--- src/rtl/lpht_ram.sv ---
// Generic single-write, single-read RAM with registered read data.
`default_nettype none
module lpht_ram #(
  parameter int unsigned WIDTH = 8,
  parameter int unsigned DEPTH = 16
) (
  input  wire logic                     clk,
  input  wire logic                     we,
  input  wire logic [$clog2(DEPTH)-1:0] waddr,
  input  wire logic [WIDTH-1:0]         wdata,
  input  wire logic [$clog2(DEPTH)-1:0] raddr,
  output logic      [WIDTH-1:0]         rdata
);
  logic [WIDTH-1:0] mem [DEPTH];

  always_ff @(posedge clk) begin
    if (we) begin
      mem[waddr] <= wdata;
    end
    rdata <= mem[raddr];
  end
endmodule
`default_nettype wire

--- config.mk ---
export PLATFORM = sky130hd
export DESIGN_NAME = lpht_ram
export DESIGN_NICKNAME = d
export VERILOG_FILES = /design/src/rtl/lpht_ram.sv
export SDC_FILE = /design/constraint.sdc
export NUM_CORES = 1
export LEC_CHECK = 0
export BUFFER_PORTS_ARGS = -buffer_cell sky130_fd_sc_hd__buf_2
export CORE_UTILIZATION = 50
export CTS_CLUSTER_DIAMETER = 100
export DETAILED_ROUTE_END_ITERATION = 6
export GPL_TIMING_DRIVEN = 0
export PLACE_DENSITY = 0.67
export SYNTH_ARGS = -nofsm -noshare
export SYNTH_HDL_FRONTEND = slang
export SYNTH_SLANG_ARGS = --single-unit
--- constraint.sdc ---
create_clock -name clk -period 5.5 [get_ports clk]
set_input_delay 1.1 -clock clk [delete_from_list [all_inputs] [get_ports clk]]
set_output_delay 1.1 -clock clk [all_outputs]
set_load 0.01 [all_outputs]
After elaboration in Yosys (flattened, before gate mapping)
Memories as Yosys holds them, arrays and structs flattened. A register that Yosys moved wholly into a read port is not among the register bits.
Cells that the tools add are included.
- muxes and demuxes: 2
- operators with widths (operator ; count):
    $mux W1 ; 2
- RAM bits: 128
- word-level logic and storage cells: 3
- register bits: 0
- memories: 1
- output and inout bits: 8
- input bits: 18
- memories (name ; words ; width ; read ports ; clocked after Yosys merged registers in ; wr ports ; line ; source):
    mem ; 16 ; 8 ; 1 ; 1 ; 1 ; 14 ; logic [WIDTH-1:0] mem [DEPTH];

Depth between registers and ports, before layout
Gate-level depths: netlist (run 1).
- word-level depth: 2
- depth in mapped cells: 5
- mapped depth without buffers: 3

Least setup slack after synthesis (run 1)
OpenSTA, ideal clock, no wires.
- kind: input to register
- start point: input port waddr[2]
- end point: memory mem[0][0] (enable)
- data arrival time: 2210 ps
- path buffers: 0
- library setup time: 383 ps
- stages: 2
- path slack: 2907 ps
- required time: 5117 ps
- cell sequence: or3b_2 -> nor3_1
- RTL lines (what ; line ; source):
    from (decl) ; 9 ; input wire logic [$clog2(DEPTH)-1:0] waddr,
    to (decl) ; 14 ;
No word-level cell before the write port.

Worst setup path after layout (run 1)
- start point: input port waddr[3]
- end point: memory mem[4][5] (enable)
No word-level cell before the write port.

==> results.toml, run 1 <==
[logic_synthesis]
syn_nets = 247
syn_area_per_cell_um2 = 22.48
ys_seq_area_share_pct = 77.78
syn_inst = 229
synth_area_um2 = 5147
synth.distinct_cells = 19
ys_ff_latch = 136
ys_warn_count = 0

[finish]
areaGrowthSynthToFinish_pct = 16.80
nets = 291
diodes = 0
fin_util_pct = 60.95
drive_above_1_share_pct = 29.02

[setup_path]
critPathRequiredTime_ps = 5620
regToRegSetupSlack_ps = 4010
crit_buf_inv = 1
crit_type = "in2reg"
cp-end-kind = "register"
path_delay_family = "simple AND/OR/NAND/NOR gates"
rr_worst_depth = 3
r2r_end = "rdata[3]$_DFF_P_"
cpMaxStageDelayCell = "nor3_1"
timing.rr.start = "mem[5][3]$_DFFE_PP_"
cp_num_cells = 3
crit_path_start_kind = "input pin"
cp.arrival_ps = 2410
cp_max_fo = 8
slowest_delay_ps = 970
path_cells = "buf_2 -> nand3b_1 -> nor3_1"

[floorplanning]
core_um2 = 9864
floorplan.initialDensity_pct = 52.18
die-area_um2 = 10710
fp.dieW_um = 103.5
io_pins = 26
die_h_um = 103.5
rows = 36

[global_routing]
grt_overflow_total = 0
grt_usage_pct = 20.25
grt_max_degree = 17
antenna_found_initial = 0
grt_pass1_wl_mm = 14.01
grt_pass1_vias = 2303

[run_status]
status = "complete, no violations"

[pwr]
powerDensity_nw_per_um2 = 392.0
total_power_uw = 2357
p_leak_uw = 0.002015
ir_drop_mv = 0.2031

[clocking]
cts_sinks = 136
cts_buffers = 17
clockRootBuffer = "clkbuf_8"
postCtsSetupBuffers = 0
clkTransAtPathRegs_ps = 60
insertion_delay_ps = 520
cts_tree = "built"
ctsHoldBuffers = 0
htree_levels = 4
cts_resized = 0
clock_path_buffers = 2

[timing]
max_freq_mhz = 437.6
skew_ps = 9.319
rsz0062_at_grt = "no"
finalHoldViolations = 0
finalCritPeriodShare_pct = 41.55
fin_setup_tns_ps = 0
min_period_ps = 2285
worst_slew_margin_rel_pct = 17.07
setup-violations-final = 0
slew_viol_final = 0
tightestPinTransition_ps = 1234

[detailed_routing]
dr.max_layer_used = "met4"
vias_per_cell = 5.654
wl_met2_mm = 4.523
wl_met3_um = 495
drt_iter0_markers = 205
wirelength_met1_mm = 4.328
wl_per_cell_um = 22.68
ant_nets = 0
vias = 2369
finalWirelength_mm = 9.503
drtPass1Iterations = 5
drc_errors = 0

[placed_design]
port-buffer-count = 24
place_congestion = 0.7068
dpl.hpwl_mm = 5.828

[worst_hold_path]
hp-start = "mem[8][3]$_DFFE_PP_"
hold_depth = 3
hp-class = "reg2reg"
worst_hold_path.endpoint = "rdata[3]$_DFF_P_"

[run]
maxCapViolations = 0
[cells in the final DEF (no fill, tap or decap)]
cell type	instances
a22oi_1	16
and2_1	1
mux4_1	14
or3b_2	1
clkbuf_8	4
buf_6	3
buf_4	1
clkbuf_16	16
clkinv_2	3
clkbuf_1	4
nor3_2	1
bufinv_16	2
nand3_1	1
buf_2	27
nand2b_1	2
and2b_1	1
nor2_1	13
nor3_1	3
clkinvlp_4	3
nand2_1	9
mux4_2	18
clkdlybuf4s25_2	3
edfxtp_1	128
clkbuf_2	1
nor2b_1	1
dfxtp_1	8
nand3b_1	2
[state kept, by name, indices dropped and copies added, names as in the netlist]
register  cells
rdata         8
mem         128
[final cells by class]
type	instances	area [µm²]
Buffer	10	86.33
Clock buffer	24	470.5
Clock inverter	8	97.59
Fill cell	660	3852
Multi-Input combinational cell	83	1062
Sequential cell	136	4004
Tap cell	133	166.4
Timing Repair Buffer	25	125.1
[synthesized netlist by cell type]
library cell | n | area [µm²]
a22oi_1 | 16 | 120.1
and2_1 | 1 | 6.260
and2b_1 | 1 | 7.510
buf_2 | 3 | 15.01
buf_4 | 1 | 7.510
buf_6 | 3 | 33.78
clkdlybuf4s25_2 | 3 | 30.03
dfxtp_1 | 8 | 160.2
edfxtp_1 | 128 | 3844
mux4_1 | 14 | 367.9
mux4_2 | 18 | 405.4
nand2_1 | 9 | 33.78
nand2b_1 | 2 | 12.51
nand3_1 | 1 | 5.000
nand3b_1 | 2 | 15.01
nor2_1 | 13 | 48.80
nor2b_1 | 1 | 6.260
nor3_1 | 4 | 20.02
or3b_2 | 1 | 8.760
[worst max-delay path by stage]
stage                        start                  end
after floorplan           waddr[2]  mem[0][0]$_DFFE_PP_
after global placement    waddr[2]  mem[0][7]$_DFFE_PP_
after detailed placement  waddr[2]  mem[0][7]$_DFFE_PP_
after CTS                 waddr[2]  mem[0][6]$_DFFE_PP_
after global routing      waddr[3]  mem[4][1]$_DFFE_PP_
final                     waddr[3]  mem[4][5]$_DFFE_PP_
[per-stage QoR]
stage	hold WS (ps)	instances	setup slack, ps	cell area (µm²)
2_1_floorplan	629.3	229	2907	5147
6_report	682.3	419	3215	6012
4_1_cts	688.4	418	2792	6002
3_5_place_dp	675.3	386	2251	5434
3_3_place_gp	662.5	386	2331	5434
5_1_grt	727.1	419	3114	6012
[worst min-delay path, stage by stage (launching register included)]
cell,delay [ps]
edfxtp_1,310
mux4_1,210
a22oi_1,80
nand2_1,60
[cells by family (layout without fill, tap and decap cells)]
logic type             count (synthesis)  count (layout)  share of synthesized area (%)
AO/OA/AOI/OAI                         16              16                          2.334
flip-flops                           136             136                          77.78
AND/OR/NAND/NOR                       35              35                          3.184
multiplexers                          32              32                          15.02
buffers and inverters                 10              67                          1.677
[per-layer routing]
layer	track usage, %	vias up
met5	0	-
met4	7.259	0
met3	6.452	12
met2	28.63	67
met1	29.91	1230
li1	-	1060
[power by group]
part	internal, µW	total [µW]	switching [µW]	leakage [µW]
logic	46.1	112	66.1	0.000521
registers	1160	1160	5.05	0.00122
clock network	679	1080	402	0.000271
total	1880	2360	473	0.00202
Power figures use the tool's default switching activity.
==> run 2: changes to the inputs <==
--- a/config.mk
+++ b/config.mk
@@ -10,7 +10,7 @@
 export CTS_CLUSTER_DIAMETER = 100
 export DETAILED_ROUTE_END_ITERATION = 6
 export GPL_TIMING_DRIVEN = 0
-export PLACE_DENSITY = 0.67
+export PLACE_DENSITY = 0.7
 export SYNTH_ARGS = -nofsm -noshare
 export SYNTH_HDL_FRONTEND = slang
 export SYNTH_SLANG_ARGS = --single-unit
==> constraint.sdc (replaced) <==
create_clock -name clk -period 2.1 [get_ports clk]
set_input_delay 0.42 -clock clk [delete_from_list [all_inputs] [get_ports clk]]
set_output_delay 0.42 -clock clk [all_outputs]
set_load 0.01 [all_outputs]
==> run 2 against run 1 <==
Effect of this change:
- register-to-register slack got worse by 3300 ps
- sequential power rose to 2.6 times the previous value
- critical path depth did not move
- critical endpoint is now mem[0][2]$_DFFE_PP_
- largest cell class unchanged
- setup slack got worse by 3100 ps
- flip-flop and latch count did not move
- worst hold slack got worse by 380 ps
- combinational power rose to 2.6 times the previous value
- clock power rose to 3.0 times the previous value
==> results.toml, run 2 (synthesis gave the netlist of run 1 again) <==
[timing]
skew_ps = 4.476
max_freq_mhz = 509.4
slew_viol_final = 0
rsz0062_at_grt = "no"
setup-violations-final = 0
finalCritPeriodShare_pct = 93.48
min_period_ps = 1963
worst_slew_margin_rel_pct = 10.33
tightestPinTransition_ps = 1335
finalHoldViolations = 0
holdWs_ps = 298.9

[pwr]
total_power_uw = 6529
ir_drop_mv = 0.4945
p_leak_uw = 0.002056
powerDensity_nw_per_um2 = 1071

[clocking]
postCtsSetupBuffers = 0
cts_sinks = 136
ctsHoldBuffers = 0
cts_tree = "built"
cts_resized = 0
clkTransAtPathRegs_ps = 60
cts_buffers = 17
clock_path_buffers = 2
htree_levels = 4
clockRootBuffer = "clkbuf_8"
insertion_delay_ps = 520

[finish]
largest_reg_flops = 128
drive_above_1_share_pct = 30.07
largest-register = "mem"
areaGrowthSynthToFinish_pct = 18.38
final_cell_mix = "edfxtp_1, buf_2, mux4_2"
final_common_cell = "edfxtp_1"
nets = 291
diodes = 0
reg.largest.list = "mem: 128 flops, rdata: 8 flops"
num-fill-cells = 679
final_area_um2 = 6093

[detailed_routing]
vias_per_cell = 5.635
drtPass1Iterations = 4
drc_errors = 0
drt_iter0_markers = 260
finalWirelength_mm = 9.591
ant_nets = 0
vias = 2361
wl_per_cell_um = 22.89

[setup_path]
rr_worst_depth = 3
cp-end-kind = "register"
crit_path_start_kind = "input pin"
regToRegSetupSlack_ps = 670
cp_max_fo = 8
critPathRequiredTime_ps = 2230
crit_type = "in2reg"
cp.arrival_ps = 2100

[floorplanning]
rows = 36
die_h_um = 103.5
die-area_um2 = 10710
fp.dieW_um = 103.5
floorplan.initialDensity_pct = 52.18
core_um2 = 9864
io_pins = 26

[global_routing]
grtUsageMet1_pct = 27.94
met2_usage_pct = 29.90
grt_max_degree = 17
busiest_layer = "met2"
grt_pass1_vias = 2399
grt_use_met3_pct = 5.578
grt_usage_pct = 20.35
grt_pass1_wl_mm = 14.04
antenna_found_initial = 0
grt_overflow_total = 0

[placed_design]
dpl.hpwl_mm = 6.045
place_congestion = 0.6786
placed_area_um2 = 5434
port-buffer-count = 24

[run]
maxCapViolations = 0

[worst_hold_path]
hold_depth = 1
hp-class = "in2reg"

[run_status]
status = "complete, no violations"
==> run 2: changes by cell type in the layout (fill, tap and decap cells not counted), sizes merged <==
cell	delta
clkbuf	-4
bufinv	+3
clkinv	+1
==> run 2: through the flow <==
step	setup WS, ps	utilization (%)	std cells	TNS [ps]
finish	136.8	61.77	419	0
global route	80.47	61.77	419	0
CTS	118.3	61.69	418	0
detailed placement	-399.7	55.09	386	-4554
global placement	-365.2	55.09	386	-3650
floorplan	187.1	-	229	0
==> run 2: per-layer routing <==
metal  wire (µm)  vias up
met5           0        -
met2        4639       66
met4         263        0
met3         507       20
met1        4181     1213
li1            -     1062
==> run 2: final timing paths <==
path | from | endpoint
min reg2reg | mem[8][1]$_DFFE_PP_ | rdata[1]$_DFF_P_
min | wdata[4] | mem[13][4]$_DFFE_PP_
max reg2reg | mem[0][2]$_DFFE_PP_ | rdata[2]$_DFF_P_
max | waddr[2] | mem[0][2]$_DFFE_PP_
==> run 2: worst max-delay path: stages <==
cell and delay (ps):
buf_2 110, or3b_2 530, nor3_1 1030
==> run 2: where the power goes <==
group | total, µW | internal, µW | switching (µW)
logic | 291 | 121 | 170
clock network | 3190 | 2140 | 1050
registers | 3050 | 3040 | 14.0
==> run 2: layout make-up <==
cell class | instances | area (µm²) | share of cell area, %
Sequential cell | 136 | 4004 | 65.71
Multi-Input combinational cell | 83 | 1057 | 17.35
Clock buffer | 20 | 455.4 | 7.474
Clock inverter | 12 | 196.4 | 3.224
Tap cell | 133 | 166.4 | 2.731
Timing Repair Buffer | 25 | 127.6 | 2.094
Buffer | 10 | 86.33 | 1.417
