[config.mk]
export PLATFORM = sky130hd
export DESIGN_NAME = lpht_mod
export DESIGN_NICKNAME = d
export VERILOG_FILES = /design/src/rtl/lpht_pkg.sv /design/src/rtl/lpht_mod.sv
export SDC_FILE = /design/constraint.sdc
export NUM_CORES = 1
export LEC_CHECK = 0
export ABC_AREA = 0
export BUFFER_PORTS_ARGS = -buffer_cell sky130_fd_sc_hd__buf_2
export CORE_ASPECT_RATIO = 1.2
export CORE_MARGIN = 3
export CORE_UTILIZATION = 58
export CTS_CLUSTER_DIAMETER = 50
export DETAILED_ROUTE_END_ITERATION = 6
export PLACE_DENSITY = 0.92
export RECOVER_POWER = 50
export SLEW_MARGIN = 20
export SYNTH_ARGS = -nofsm -noshare
export SYNTH_HDL_FRONTEND = slang
export SYNTH_SLANG_ARGS = --single-unit
[constraint.sdc]
create_clock -name clk -period 5.75 [get_ports clk]
set_clock_uncertainty 0.05 [all_clocks]
set_input_delay 0 -clock clk [delete_from_list [all_inputs] [get_ports clk]]
set_output_delay 0 -clock clk [all_outputs]
set_load 0.03 [all_outputs]
[src/rtl/lpht_pkg.sv]
// Shared types, constants and codes for the linear-probe hash table.
`default_nettype none
package lpht_pkg;
  localparam int unsigned DEPTH = 1024;
  localparam int unsigned IDX_W = $clog2(DEPTH);
  localparam int unsigned CNT_W = IDX_W + 1;
  localparam int unsigned KEY_W = 32;
  localparam int unsigned VAL_W = 32;
  localparam int unsigned HASH_W = 32;
  localparam logic [CNT_W-1:0] LENGTH_AT_RESET = CNT_W'(17);

  localparam logic [1:0] ACT_INSERT = 2'd0;
  localparam logic [1:0] ACT_LOOKUP = 2'd1;
  localparam logic [1:0] ACT_REMOVE = 2'd2;
  localparam logic [1:0] ACT_CLEAR  = 2'd3;

  localparam logic [1:0] ST_OK      = 2'd0;
  localparam logic [1:0] ST_PRESENT = 2'd1;
  localparam logic [1:0] ST_MISSING = 2'd2;
  localparam logic [1:0] ST_FULL    = 2'd3;

  localparam logic [1:0] SLOT_EMPTY = 2'd0;
  localparam logic [1:0] SLOT_LIVE  = 2'd1;
  localparam logic [1:0] SLOT_TOMB  = 2'd2;

  localparam logic [2:0] REG_TABLE_LENGTH = 3'd0;

  typedef struct packed {
    logic [1:0]        action;
    logic [KEY_W-1:0]  key;
    logic [HASH_W-1:0] key_hash;
    logic [VAL_W-1:0]  value;
  } req_t;

  typedef struct packed {
    logic [1:0]       status;
    logic [VAL_W-1:0] found_value;
    logic [IDX_W-1:0] slot;
    logic [CNT_W-1:0] live_count;
  } rsp_t;

  typedef struct packed {
    logic [1:0]       state;
    logic [KEY_W-1:0] key;
    logic [VAL_W-1:0] value;
  } slot_word_t;

  localparam int unsigned WORD_W = $bits(slot_word_t);
endpackage
`default_nettype wire

[src/rtl/lpht_mod.sv]
// Restoring remainder unit: hash modulo table length, one quotient bit per cycle.
`default_nettype none
module lpht_mod (
  input  wire logic                        clk,
  input  wire logic                        rst,
  input  wire logic                        start,
  input  wire logic [lpht_pkg::HASH_W-1:0] hash,
  input  wire logic [lpht_pkg::CNT_W-1:0]  len,
  output logic                             done,
  output logic      [lpht_pkg::IDX_W-1:0]  rem
);
  logic                             busy;
  logic [$clog2(lpht_pkg::HASH_W)-1:0] cnt;
  logic [lpht_pkg::HASH_W-1:0]      dividend;
  logic [lpht_pkg::CNT_W-1:0]       trial;

  // The running remainder stays below len, so it fits the slot index width.
  assign trial = {rem, dividend[lpht_pkg::HASH_W-1]};

  always_ff @(posedge clk) begin
    if (rst) begin
      busy <= 1'b0;
      done <= 1'b0;
      cnt  <= '0;
    end else begin
      done <= 1'b0;
      if (start) begin
        busy     <= 1'b1;
        cnt      <= '0;
        rem      <= '0;
        dividend <= hash;
      end else if (busy) begin
        if (trial >= len) begin
          rem <= lpht_pkg::IDX_W'(trial - len);
        end else begin
          rem <= trial[lpht_pkg::IDX_W-1:0];
        end
        dividend <= dividend << 1;
        cnt      <= cnt + 1'b1;
        if (cnt == '1) begin
          busy <= 1'b0;
          done <= 1'b1;
        end
      end
    end
  end
endmodule
`default_nettype wire

Word level (Yosys, flattened, before mapping)
Cells that the tools add are included.

Reduce and logical (&&, ||, !) cells: 4. $lt $le $gt $ge: 1. Add/subtract/negate cells: 2. Shifts and indexed selects: 0. Equality and inequality tests: 1. Divide/modulo/power cells: 0. Multiply operators: 0. Bitwise operators: 2. Multiplexer cells: 8.

Operators with widths (number): 32-bit 2-to-1 mux (2); 10-bit 2-to-1 mux (2); 11-bit >= comparator (1); 10-bit subtractor (1); 5-bit by 1-bit adder with 5-bit output (second input constant) (1); 5-bit == test (second input constant) (1); 1-bit 2-to-1 mux (4); 3-bit OR reduction (1); 1-bit NOT (2); 2-bit AND reduction (1); 2-bit nonzero test (1); 2-bit OR reduction (1).

Bits in registers: 49. Output and inout bits: 11. Logic and storage cells: 23. Memory bits (writable): 0. Memories: 0. ROM bits: 0. Bits of input ports: 46. Bits in latches: 0.

Longest topological paths before layout
Gate-level depths: netlist of the first run.

Depth in word-level cells: 4. Gate-level depth with buffers: 10.

Least setup slack after synthesis of the first run
No wires, ideal clock.

Path type: input -> register. From: in start. To: reg dividend[0] (netlist bit) (enable). Stages: 4. Data required time: 5.259 ns. Data arrival time: 2.463 ns. Buffers on the path: 2. Setup slack: 2.796 ns. Cell sequence: clkbuf_1 -> clkbuf_1 -> nor2_1 -> nor2_1.

Word-level cells in the longest chain between the ends: 2.

Ends and longest elaborated chain: start: declaration (line lpht_mod.sv:6) `input wire logic start,`; 2-bit nonzero test (no line); 2-bit AND reduction (no line); end signal: assignment (line lpht_mod.sv:31) `dividend <= hash;`; end signal: assignment (line lpht_mod.sv:38) `dividend <= dividend << 1;`; end: declaration (line lpht_mod.sv:14) `logic [lpht_pkg::HASH_W-1:0] dividend;`.

Every way passes these cells. A chain may end at the register's enable or synchronous reset.

Worst setup path after layout of the first run
From: in start. To: reg rem[3] (netlist bit) (enable).

Word-level cells in the longest chain between the ends: 2.

Ends and longest elaborated chain: 2-bit nonzero test (no line); 2-bit AND reduction (no line); end signal: assignment (line lpht_mod.sv:34) `rem <= lpht_pkg::IDX_W'(trial - len);`; end signal: assignment (line lpht_mod.sv:36) `rem <= trial[lpht_pkg::IDX_W-1:0];`; end: declaration (line lpht_mod.sv:10) `output logic [lpht_pkg::IDX_W-1:0] rem`.

Every way passes these cells.

==> results of run 1 <==
==> through the flow <==
| step | worst slack [ps] | std cells | util |
|---|---|---|---|
| 5_1_grt | 1978 | 340 | 0.8052 |
| 6_report | 2215 | 340 | 0.8052 |
| 4_1_cts | 3222 | 339 | 0.8040 |
| 2_1_floorplan | 2796 | 196 | - |
| 3_3_place_gp | 3288 | 298 | 0.7005 |
| 3_5_place_dp | 3226 | 298 | 0.7005 |
==> repair_timing <==
item / CTS / global route
hold buffers: 33 / 0
endpoints found under the hold margin: 33 / 0
setup buffers: 0 / 0
setup endpoints to repair: 0 / 0
resized for setup: 0 / 0
==> registers in the layout (all words and copies together) (netlist names) <==
signal / count
dividend: 32
busy: 1
cnt: 5
rem: 10
done: 1
==> cells in the mapped netlist, types with 2 or more instances <==
cell type                  instances
sky130_fd_sc_hd__dfxtp_1           7
sky130_fd_sc_hd__o21ai_1           2
sky130_fd_sc_hd__nand2_1           6
sky130_fd_sc_hd__and3_1            2
sky130_fd_sc_hd__a21o_1            2
sky130_fd_sc_hd__edfxtp_1         42
sky130_fd_sc_hd__inv_1            13
sky130_fd_sc_hd__o211ai_1          3
sky130_fd_sc_hd__mux2_1            3
sky130_fd_sc_hd__clkbuf_1          7
sky130_fd_sc_hd__a21oi_1           9
sky130_fd_sc_hd__nand4_1           4
sky130_fd_sc_hd__xnor2_1           6
sky130_fd_sc_hd__mux2i_1           9
sky130_fd_sc_hd__nor2_1           16
sky130_fd_sc_hd__xor2_1            4
sky130_fd_sc_hd__a211oi_2          2
sky130_fd_sc_hd__ha_1             13
sky130_fd_sc_hd__and2_1            2
sky130_fd_sc_hd__nor2_2            2
sky130_fd_sc_hd__mux2_2           28
==> critical path, stage by stage <==
cell and delay [ps]:
sky130_fd_sc_hd__clkbuf_1 1640, sky130_fd_sc_hd__nor2_1 270, sky130_fd_sc_hd__nor2_1 1300, sky130_fd_sc_hd__buf_16 270
==> routing by layer <==
layer	vias up	routed length, µm	global-route usage	share of wire
met5	-	0	0	0
met4	0	189	0.1362	0.029
met3	20	498	0.07355	0.077
met2	114	3352	0.4415	0.52
met1	909	2407	0.2988	0.37
li1	895	-	-	-
==> final cells by class <==
type / count / area (µm²)
tap: 54 / 67.56
multi-input combinational: 126 / 1065
clock buffer: 5 / 68.82
clock inverter: 3 / 25.02
timing repair buffer: 90 / 623.1
inverter: 13 / 48.80
sequential: 49 / 1401
fill: 227 / 798.3
==> cells in the final DEF, fill, tap and decap left out, types with 5 or more instances in the layout <==
master	n
sky130_fd_sc_hd__a21oi_1	9
sky130_fd_sc_hd__buf_2	44
sky130_fd_sc_hd__clkbuf_1	12
sky130_fd_sc_hd__clkbuf_8	5
sky130_fd_sc_hd__dfxtp_1	7
sky130_fd_sc_hd__dlygate4sd3_1	33
sky130_fd_sc_hd__edfxtp_1	42
sky130_fd_sc_hd__ha_1	13
sky130_fd_sc_hd__inv_1	13
sky130_fd_sc_hd__mux2_1	5
sky130_fd_sc_hd__mux2_2	26
sky130_fd_sc_hd__mux2i_1	9
sky130_fd_sc_hd__nand2_1	6
sky130_fd_sc_hd__nor2_1	16
sky130_fd_sc_hd__xnor2_1	6
==> power breakdown <==
part	internal (mW)	total [mW]	switching [mW]	leakage, nW
clock network	0.0883	0.223	0.134	0.0447
logic	0.0890	0.186	0.0971	0.831
registers	0.416	0.429	0.0133	0.460
==> kinds of logic after synthesis <==
kind of cell | after synthesis | synth area share
AOI/OAI and AO/OA | 25 | 0.07035
xor gates and xnor gates | 10 | 0.03419
adders and majority gates | 14 | 0.07133
buffers and inverters | 21 | 0.03713
DFF | 49 | 0.5471
muxes | 40 | 0.1715
and+or+nand+nor | 37 | 0.06839
==> worst paths after layout <==
check	end	slack, ps
max	rem[3]	2220
min reg2reg	cnt[3]	500
max reg2reg	rem[3]	3110
min	rem[0]	100
==> results list, run 1 <==
* Top-Level Pins: 57
* Worst IR drop on VDD: 0.2149 mV
- After floorplanning, the core was divided into 25 placement rows.
- Post-synth EDFFs: between 40 and 50
* Library cell with the largest summed area after synthesis: sky130_fd_sc_hd__edfxtp_1
- For this configuration, the core starts out at a cell density of 0.6250.
* Final period utilization: 0.6147
* Worst skew pair latency: ~320 ps
* Setup Total Neg Slack: 0 ps
* Buffer depth of the longest clock path: 2
- The final layout contains routed wiring with a total length of between 6000 and 7000 µm.
* Final hold violation count: 0
- The worst setup path is launched from a primary input.
- Routability Congestion: 0.8350
- In this run the clock root is driven by a sky130_fd_sc_hd__clkbuf_8.
- For this design the static power due to leakage is 1.335 nW.
- Sequential-to-total area share from yosys stat: 0.5471
* FF-to-FF path depth: 7
- At the pin with the least slew margin, the transition time is 2338 ps.
* Height of the chip: 78.80 µm
* Number of sinks on the clock net: around 50
* Number of detailed-routing iterations run before antenna repair: 5
- Startpoint-to-endpoint class of the critical path: primary input to flop
* Cells taking the most area after synthesis: sky130_fd_sc_hd__edfxtp_1, sky130_fd_sc_hd__mux2_2, sky130_fd_sc_hd__ha_1
- The final reports fail on capacitance limit, slew limit.
- TritonCTS created 5 clock buffers.
- H-tree lvl count: 2
- Timing would allow up to 0.2829 GHz.
* Area fraction of the dominant cell type after synthesis: 0.4924
- The number of antenna violations at the first check in global routing came to 0.
- Arrival time of the worst setup path: 3500 ps
* Global-route congestion overflow total: 0
- Number of flip-flops and latches in the synthesized netlist: 49
- The critical path starts at start.
* Sum of net half-perimeters after detailed placement: 3204 µm
- The worst hold path was traced through 3 stages.
- The tightest min-delay check is of the primary input to flop type.
- In this run the critical register-to-register path is launched from rem[2].
* GRT Overall Usage: 0.2624
* Post-route ant nets: 0
* Gate count after technology mapping: 196
- Relative slew slack: -0.5584
- Synth Area per Inst: around 13 µm²
* Via count: slightly below 2,000
- X dimension of the die: 66.66 µm
- The floorplan step defined a die boundary enclosing 5252 µm².
* Predominant post-synthesis flop cell: sky130_fd_sc_hd__edfxtp_1
- Hold path start: len[0]
* Total power divided by cell area: 254.0 nW/µm²
* Minimum clock period after layout: 3535 ps
- Kind of end point of the critical path: flop
- Pin count of the biggest net entering global routing: 46
- DRC: 0
- Maximum net fanout on the critical path: 45
- Relative to the synthesized area, the layout overhead comes to 28.82%.
- Fin Hold WS: between 100 and 150 ps
* TritonCTS clock tree: built
- The via count of the first global-routing pass is 2,034.
- The first global-routing pass estimated 10,020 µm of wire.
* Cell area after synthesis: 2561 µm²
- Number of inserted diodes: 0
* NumNets Final: about 350
- Ys Warns: 0
- The core region is 4098 µm².
* Required time at the endpoint of the critical path: 5720 ps
* Area post-placement: roughly 2900 µm²
- In the final layout, the share of cells above drive strength 1 is 0.3007.
* Number of port buffers: 56
- Clock-pin slew was measured on the worst setup and hold paths at ~90 ps.
- Share of synthesized flip-flops with an asynchronous set or reset: 0
- The run finished, with violations left.
- Mapped Nets: 256
- Setup repair after global routing left no endpoint under its margin.
* Total count of max-transition violations in the final report: 63
- Setup violations remaining at the end of the flow were counted as 0.
- Wire length per cell: 18.96 µm
- # Max-Cap Violations: 2
- Routed via count divided by cell count: roughly 5.7
* Post-Layout Inst Area: 3299 µm²
* Post-synthesis cell type count: 35
- The detailed router finished its first iteration with 149 violations.
* Total Power: 0.8381 mW
(Power assumes the default switching activity.)
==> run 2: changes to the inputs <==
--- a/config.mk
+++ b/config.mk
@@ -5,14 +5,14 @@
 export SDC_FILE = /design/constraint.sdc
 export NUM_CORES = 1
 export LEC_CHECK = 0
-export ABC_AREA = 0
+export ABC_AREA = 1
 export BUFFER_PORTS_ARGS = -buffer_cell sky130_fd_sc_hd__buf_2
 export CORE_ASPECT_RATIO = 1.2
 export CORE_MARGIN = 3
-export CORE_UTILIZATION = 58
+export CORE_UTILIZATION = 55
 export CTS_CLUSTER_DIAMETER = 50
 export DETAILED_ROUTE_END_ITERATION = 6
-export PLACE_DENSITY = 0.92
+export PLACE_DENSITY = 0.87
 export RECOVER_POWER = 50
 export SLEW_MARGIN = 20
 export SYNTH_ARGS = -nofsm -noshare
==> constraint.sdc (replaced) <==
create_clock -name clk -period 3.6 [get_ports clk]
set_clock_uncertainty 0.05 [all_clocks]
set_input_delay 0 -clock clk [delete_from_list [all_inputs] [get_ports clk]]
set_output_delay 0 -clock clk [all_outputs]
set_load 0.03 [all_outputs]
==> results list, run 2 <==
- The congestion estimate from routability-driven global placement came to 0.8543.
- After technology mapping, the gate count stands at 339.
* Cell area after synthesis: 2819 µm²
* Logic pwr share: 0.234
- The first detailed-routing pass ran for 4 iterations.
- After routing, the total negative slack on setup checks comes to 0 ps.
- Worst skew pair latency: 300 ps
* Height of the chip: 84.43 µm
* Number of buffers inserted during clock tree synthesis: 5
- Net switching power figure: 0.3960 mW
- First-pass GRT wire length: 11,030 µm
- Detailed routing inserted a total of 2,467 vias.
- WL final: 6599 µm
- H-tree lvl count: 2
* Sequential-to-total area share from yosys stat: 0.4971
- Routed via count divided by cell count: 5.055
- Number of sinks on the clock net: around 50
- Kind of end point of the critical path: flop
- Largest register by flop count: dividend
- For the pin with the worst max-slew slack, the measured transition is around 1000 ps.
* Post-synth EDFFs: 42
* Portion of total power attributed to sequential cells: 0.482
- Counting flops and latches in the post-synthesis netlist gives 49.
- In the final design database the tool counted roughly 490 nets.
- Cells taking the most area after synthesis: sky130_fd_sc_hd__edfxtp_1, sky130_fd_sc_hd__nand2_1, sky130_fd_sc_hd__ha_1
- # Max-Cap Violations: 0
* Library cell with the largest summed area after synthesis: sky130_fd_sc_hd__edfxtp_1
* Most common library cell in the layout ignoring fill and taps: sky130_fd_sc_hd__nand2_1
* Maximum net fanout on the critical path: 40
* Top-Level Pins: 57
- Post-synthesis cell type count: 30
- Post-route ant nets: 0
* Post-cts hold buffer count: 33
- Final period utilization: 0.6832
- The initial utilization of the core area, before any placement, comes to 0.5918.
- Clock-pin slew reported for the worst setup and hold paths after clock tree synthesis: 80 ps
* Leakage dissipation: 1.747 nW
* Wire length per cell: 13.52 µm
- The flow ran to the end, and the final reports show no timing, DRC or antenna violations.
- VDD sags by at most 0.3257 mV.
- After floorplanning, the core was divided into 27 placement rows.
* Number of buffers inserted to repair setup after CTS: 0
- Data arrives at the worst endpoint at 2360 ps.
- Synth top cells by count: sky130_fd_sc_hd__nand2_1, sky130_fd_sc_hd__edfxtp_1, sky130_fd_sc_hd__inv_1
* X dimension of the die: about 70 µm
- Of the total power, the share spent switching nets is 0.2797.
* Startpoint-to-endpoint class of the critical path: primary input to flop
* Area fraction of the dominant cell type after synthesis: 0.4474
* Placed Instances: 447
* Minimum clock period after layout: around 2500 ps
* Relative slew slack: 0.3216
- Buffer depth of the longest clock path: 2
- The via count of the first global-routing pass came to 2,513.
- Ys Warns: 0
* Mapped Nets: 399
* Unrepaired setup endpoints after global routing: false
- Leaving out filler cells and counting taps, the final layout contains ~490.
- In the global route stage, overall resource usage came out at 0.2285.
* Ratio of cells with drive above 1 in the final layout: 0.1837
- Count of cells resized by post-cts repair: 0
- Fmax: between 0.4 and 0.5 GHz
- Total count of max-transition violations in the final report: 0
- For this design the ratio of total power to cell area is 396.4 nW/µm².
- Share of synthesized flip-flops with an asynchronous set or reset: 0
* Number of port buffers: 56
- The total area inside the core boundary comes to 4763 µm².
- Most used cells in the layout excluding fill and tap cells: sky130_fd_sc_hd__nand2_1, sky130_fd_sc_hd__buf_2, sky130_fd_sc_hd__edfxtp_1
* Root Buffer: sky130_fd_sc_hd__clkbuf_8
* Clock share of power: 0.284
- Nature of the critical path startpoint: primary input
* Kind of path behind the tightest hold check: primary input to flop
- Number of inserted diodes: 0
- Pin count of the biggest net entering global routing: 41
- Sum of net half-perimeters after detailed placement: 4256 µm
- In the post-synthesis netlist, the cell with the most instances is sky130_fd_sc_hd__nand2_1.
- Fill cells in the final layout number 358.
- Predominant post-synthesis flop cell: sky130_fd_sc_hd__edfxtp_1
- The number of antenna violations at the first check in global routing is 0.
- The number of failing hold endpoints at the final stage is 0.
- Regs by FF count: dividend x32, rem x10, cnt x5
- Synth Area per Inst: between 8 and 9 µm²
- Final setup fails: 0
* Largest register FFs: 32
* Die area: 6024 µm²
* Initial drt markers: 126
- For this run the aggregate overflow at the end of global routing stands at 0.
- For this run, design rule violations remaining after detail routing come to 0.
- TritonCTS clock tree: built
* Layout overhead on the synthesized area: 26.72%
* Internal power component: between 1 and 1.5 mW
- Required time at the endpoint of the critical path: 3500 ps
-- run 2: worst max-delay path, stage by stage --
cell                      delay (ps)
sky130_fd_sc_hd__buf_2            80
sky130_fd_sc_hd__buf_4           350
sky130_fd_sc_hd__inv_1           560
sky130_fd_sc_hd__a21oi_1         820
sky130_fd_sc_hd__buf_4           530
-- run 2: kinds of logic (layout without fill, tap and decap cells) --
family | Yosys count | in the layout | synth area share
and+or+nand+nor | 205 | 205 | 0.3098
buffers and inverters | 50 | 141 | 0.07235
DFF | 49 | 49 | 0.4971
AOI/OAI and AO/OA | 18 | 18 | 0.04661
adders and majority gates | 14 | 14 | 0.06480
xor gates and xnor gates | 3 | 3 | 0.009323
-- run 2: power groups by stage --
stage,Clock (mW),Combinational (mW),Sequential (mW)
after detailed placement,0,0.303,0.695
after CTS,0.406,0.332,0.682
final,0.403,0.331,0.682
after global placement,0,0.293,0.692
after global routing,0.434,0.374,0.687
after floorplan,0,0.207,0.712
-- run 2: final timing paths --
kind,startpoint,end,slack (ps),depth (start not counted)
worst max-delay path,start,dividend[12],1140,5
worst min register to register,cnt[4],cnt[4],430,2
worst max register to register,busy,dividend[12],1480,3
worst min-delay path,len[0],rem[0],250,5
-- run 2: per-stage QoR --
stage	util	power, mW	setup WS (ps)	hold slack (ps)	area [µm²]
global route	0.7499	1.495	874.5	250.3	3572
detailed placement	0.6617	0.9977	1528	216.6	3152
global placement	0.6617	0.9850	1575	209.6	3152
CTS	0.7555	1.421	1529	242.4	3598
floorplan	-	0.9192	532.6	122.6	2819
finish	0.7499	1.416	1141	252.8	3572
-- run 2: final cells by class --
cell class                      count  area (µm²)  share of cell area
Tap cell                           58       72.57             0.02032
Inverter                           42       157.7             0.04413
Timing Repair Buffer               91       610.6              0.1709
Sequential cell                    49        1401              0.3923
Clock buffer                        7       86.33             0.02417
Clock inverter                      1       30.03            0.008406
Multi-Input combinational cell    240        1214              0.3398
-- run 2: layer usage --
layer  track usage  wire length [µm]  share of wire
met5             0                 0              0
met2        0.3946              3459           0.52
met4       0.08718               142          0.022
met3       0.05629               445          0.067
met1        0.2708              2551           0.39
==> run 3: changes to the inputs <==
--- a/config.mk
+++ b/config.mk
@@ -5,11 +5,11 @@
 export SDC_FILE = /design/constraint.sdc
 export NUM_CORES = 1
 export LEC_CHECK = 0
-export ABC_AREA = 1
+export ABC_AREA = 0
 export BUFFER_PORTS_ARGS = -buffer_cell sky130_fd_sc_hd__buf_2
 export CORE_ASPECT_RATIO = 1.2
 export CORE_MARGIN = 3
-export CORE_UTILIZATION = 55
+export CORE_UTILIZATION = 54
 export CTS_CLUSTER_DIAMETER = 50
 export DETAILED_ROUTE_END_ITERATION = 6
 export PLACE_DENSITY = 0.87
==> constraint.sdc (replaced) <==
create_clock -name clk -period 2.3 [get_ports clk]
set_clock_uncertainty 0.05 [all_clocks]
set_input_delay 0 -clock clk [delete_from_list [all_inputs] [get_ports clk]]
set_output_delay 0 -clock clk [all_outputs]
set_load 0.03 [all_outputs]
==> results list, run 3 (same netlist as run 1, synthesis figures left out) <==
* Outcome: completed
- Required time at the endpoint of the critical path: 2400 ps
- The floorplan step defined a core boundary enclosing 4424 µm².
- Number of port buffers: 56
* Footprint of the multi-input gates: 1172 µm²
- Root Buffer: sky130_fd_sc_hd__clkbuf_8
- Number of inserted filler cells in the final layout: ~260
* Worst IR drop on VDD: 0.4872 mV
* Minimum clock period after layout: 2294 ps
* DRC: 0
- The largest single stage delay on the critical path is 460 ps.
- Kind of path behind the tightest hold check: primary input to flop
- Pin count of the biggest net entering global routing: 27
* Number of inserted diodes: 0
* Worst-Margin Slew: 455.9 ps
- CP top delay family: compound AO/OA/AOI/OAI gates
- # Max-Cap Violations: 0
- For this block, the via count after detailed routing is 2,010.
* Routed via count divided by cell count: 5.507
- Clock-pin slew reported for the worst setup and hold paths after clock tree synthesis: around 90 ps
- The wire-length estimate of the detail-placed layout is around 3600 µm.
- For this block, the routed nets add up to between 6000 and 7000 µm of wire.
- Total power divided by cell area: 632.3 nW/µm²
- Layout overhead on the synthesized area: 40.69%
- Leakage dissipation: 1.491 nW
- The die covers roughly 5600 µm².
- The critical path in this run is classified as flop to flop.
* First-pass GRT wire length: 8983 µm
- The detail route stage leaves a number of antenna-violating nets equal to 0.
- Worst skew pair latency: approximately 300 ps
* Count of placed standard cells in the final layout, fillers left out: between 300 and 400
- Setup violations remaining at the end of the flow were counted as 0.
- The largest registers in the layout are dividend x32, rem x10, cnt x5.
- TritonCTS built the clock tree.
* Nature of the critical path startpoint: flop
- Cell chain of the critical path: ha_4 > buf_4 > nand4_1 > o31ai_4 > a31oi_4 > o21ai_4 > buf_4 > nor2_2 > a211oi_2
- STA puts the critical path data arrival time at 2390 ps.
* Number of detailed-routing iterations run before antenna repair: 4
- In this run the worst path has a maximum fanout of 5.
- After detailed routing, the average wire length per cell comes to ~17 µm.
* Master of the slowest instance on the critical path: sky130_fd_sc_hd__edfxtp_1
* Number of buffers inserted during clock tree synthesis: 5
- Most used cells in the layout excluding fill and tap cells: sky130_fd_sc_hd__buf_2, sky130_fd_sc_hd__edfxtp_1, sky130_fd_sc_hd__dlygate4sd3_1
* Largest register by flop count: dividend
* X dimension of the die: just under 70 µm
- Core Rows: 26
- The number of slew-limit violations in the final report was 0.
* Routability Congestion: 0.9198
* Kind of end point of the critical path: flop
- After the first detailed-routing iteration, the DRC count stood at 162.
* Top-Level Pins: 57
- In the final layout, the share of cells above drive strength 1 is 0.4304.
* Placed Instances: 318
- The initial utilization of the core area, before any placement, comes to 0.5789.
* Global-route congestion overflow total: 0
- Bufs and invs on worst path: 2
* Top cell by count, worst path: sky130_fd_sc_hd__buf_4
- Height of the chip: 81.44 µm
* H-tree lvl count: 2
- Sequential Area: 1401 µm²
* Unrepaired setup endpoints after global routing: true
* Number of sinks on the clock net: 49
- Across every metal layer, demand over resource in global routing totals 0.2193.
- Initial antenna violation count: 0
- Relative slew slack: 0.6961
- The worst register-to-register path has a setup slack of 6 ps.
* Buffer depth of the longest clock path: 2
- Fmax: 0.4360 GHz
- Setup Total Neg Slack: 0 ps
- Final period utilization: 0.9972
- The number of failing hold endpoints at the final stage is 0.
- Vias in the first global route: around 2,000
* NumNets Final: 368
* Largest register FFs: 32
- Leaving out fill and tap cells, the most frequent cell in the layout is sky130_fd_sc_hd__buf_2.
## run 3: cell type report
type | instances | share of cell area
timing repair buffer | 112 | 0.2205
clock buffer | 7 | 0.02396
inverter | 13 | 0.01354
multi-input combinational | 127 | 0.3253
clock inverter | 1 | 0.008333
sequential | 49 | 0.3889
tap | 56 | 0.01944
## run 3: where the power goes
group          total (mW)  switching [mW]  internal [mW]
Sequential           1.07          0.0267           1.04
Clock               0.632           0.277          0.355
Combinational       0.581           0.289          0.293
## run 3: path summary, 6_finish.rpt
kind / startpoint / endpoint / depth (start not counted)
hold reg to reg: cnt[4] / cnt[4] / 2
setup / recovery: rem[4] / rem[2] / 9
setup reg to reg: rem[4] / rem[2] / 9
hold / removal: len[0] / rem[0] / 3
## run 3: worst min-delay path, delay by kind of cell
family | cells | cell delay (ps)
buffers and inverters | 1 | 80
AO/OA/AOI/OAI | 1 | 60
adder cells (fa/ha/maj) | 1 | 160
## run 3: what timing repair did
action / 4_1_cts / 5_1_grt
setup buffers: 0 / 5
pin swaps: 0 / 8
setup endpoints to repair: 9 / 10
gates cloned: 0 / 1
hold endpoints to repair: 33 / 0
hold buffers: 33 / 0
gates resized for setup: 3 / 13
## run 3: per-layer routing
metal	GRT usage	vias up	wire length, µm
li1	-	941	-
met1	0.2495	960	2308
met2	0.3941	85	3248
met3	0.05198	24	386
met4	0.07602	0	212
met5	0	-	0
## run 3: metrics by stage
step | util | cell area (µm²) | worst slack (ps) | power [mW] | hold WS (ps)
floorplan | - | 2564 | 28.39 | 1.392 | 29.31
global placement | 0.6827 | 3020 | -54.62 | 1.522 | 181.3
detailed placement | 0.6827 | 3020 | -111.5 | 1.538 | 180.9
CTS | 0.7868 | 3481 | 38.35 | 2.214 | 119.1
global route | 0.8145 | 3603 | -81.67 | 2.374 | 116.8
finish | 0.8145 | 3603 | 6.367 | 2.279 | 110.6
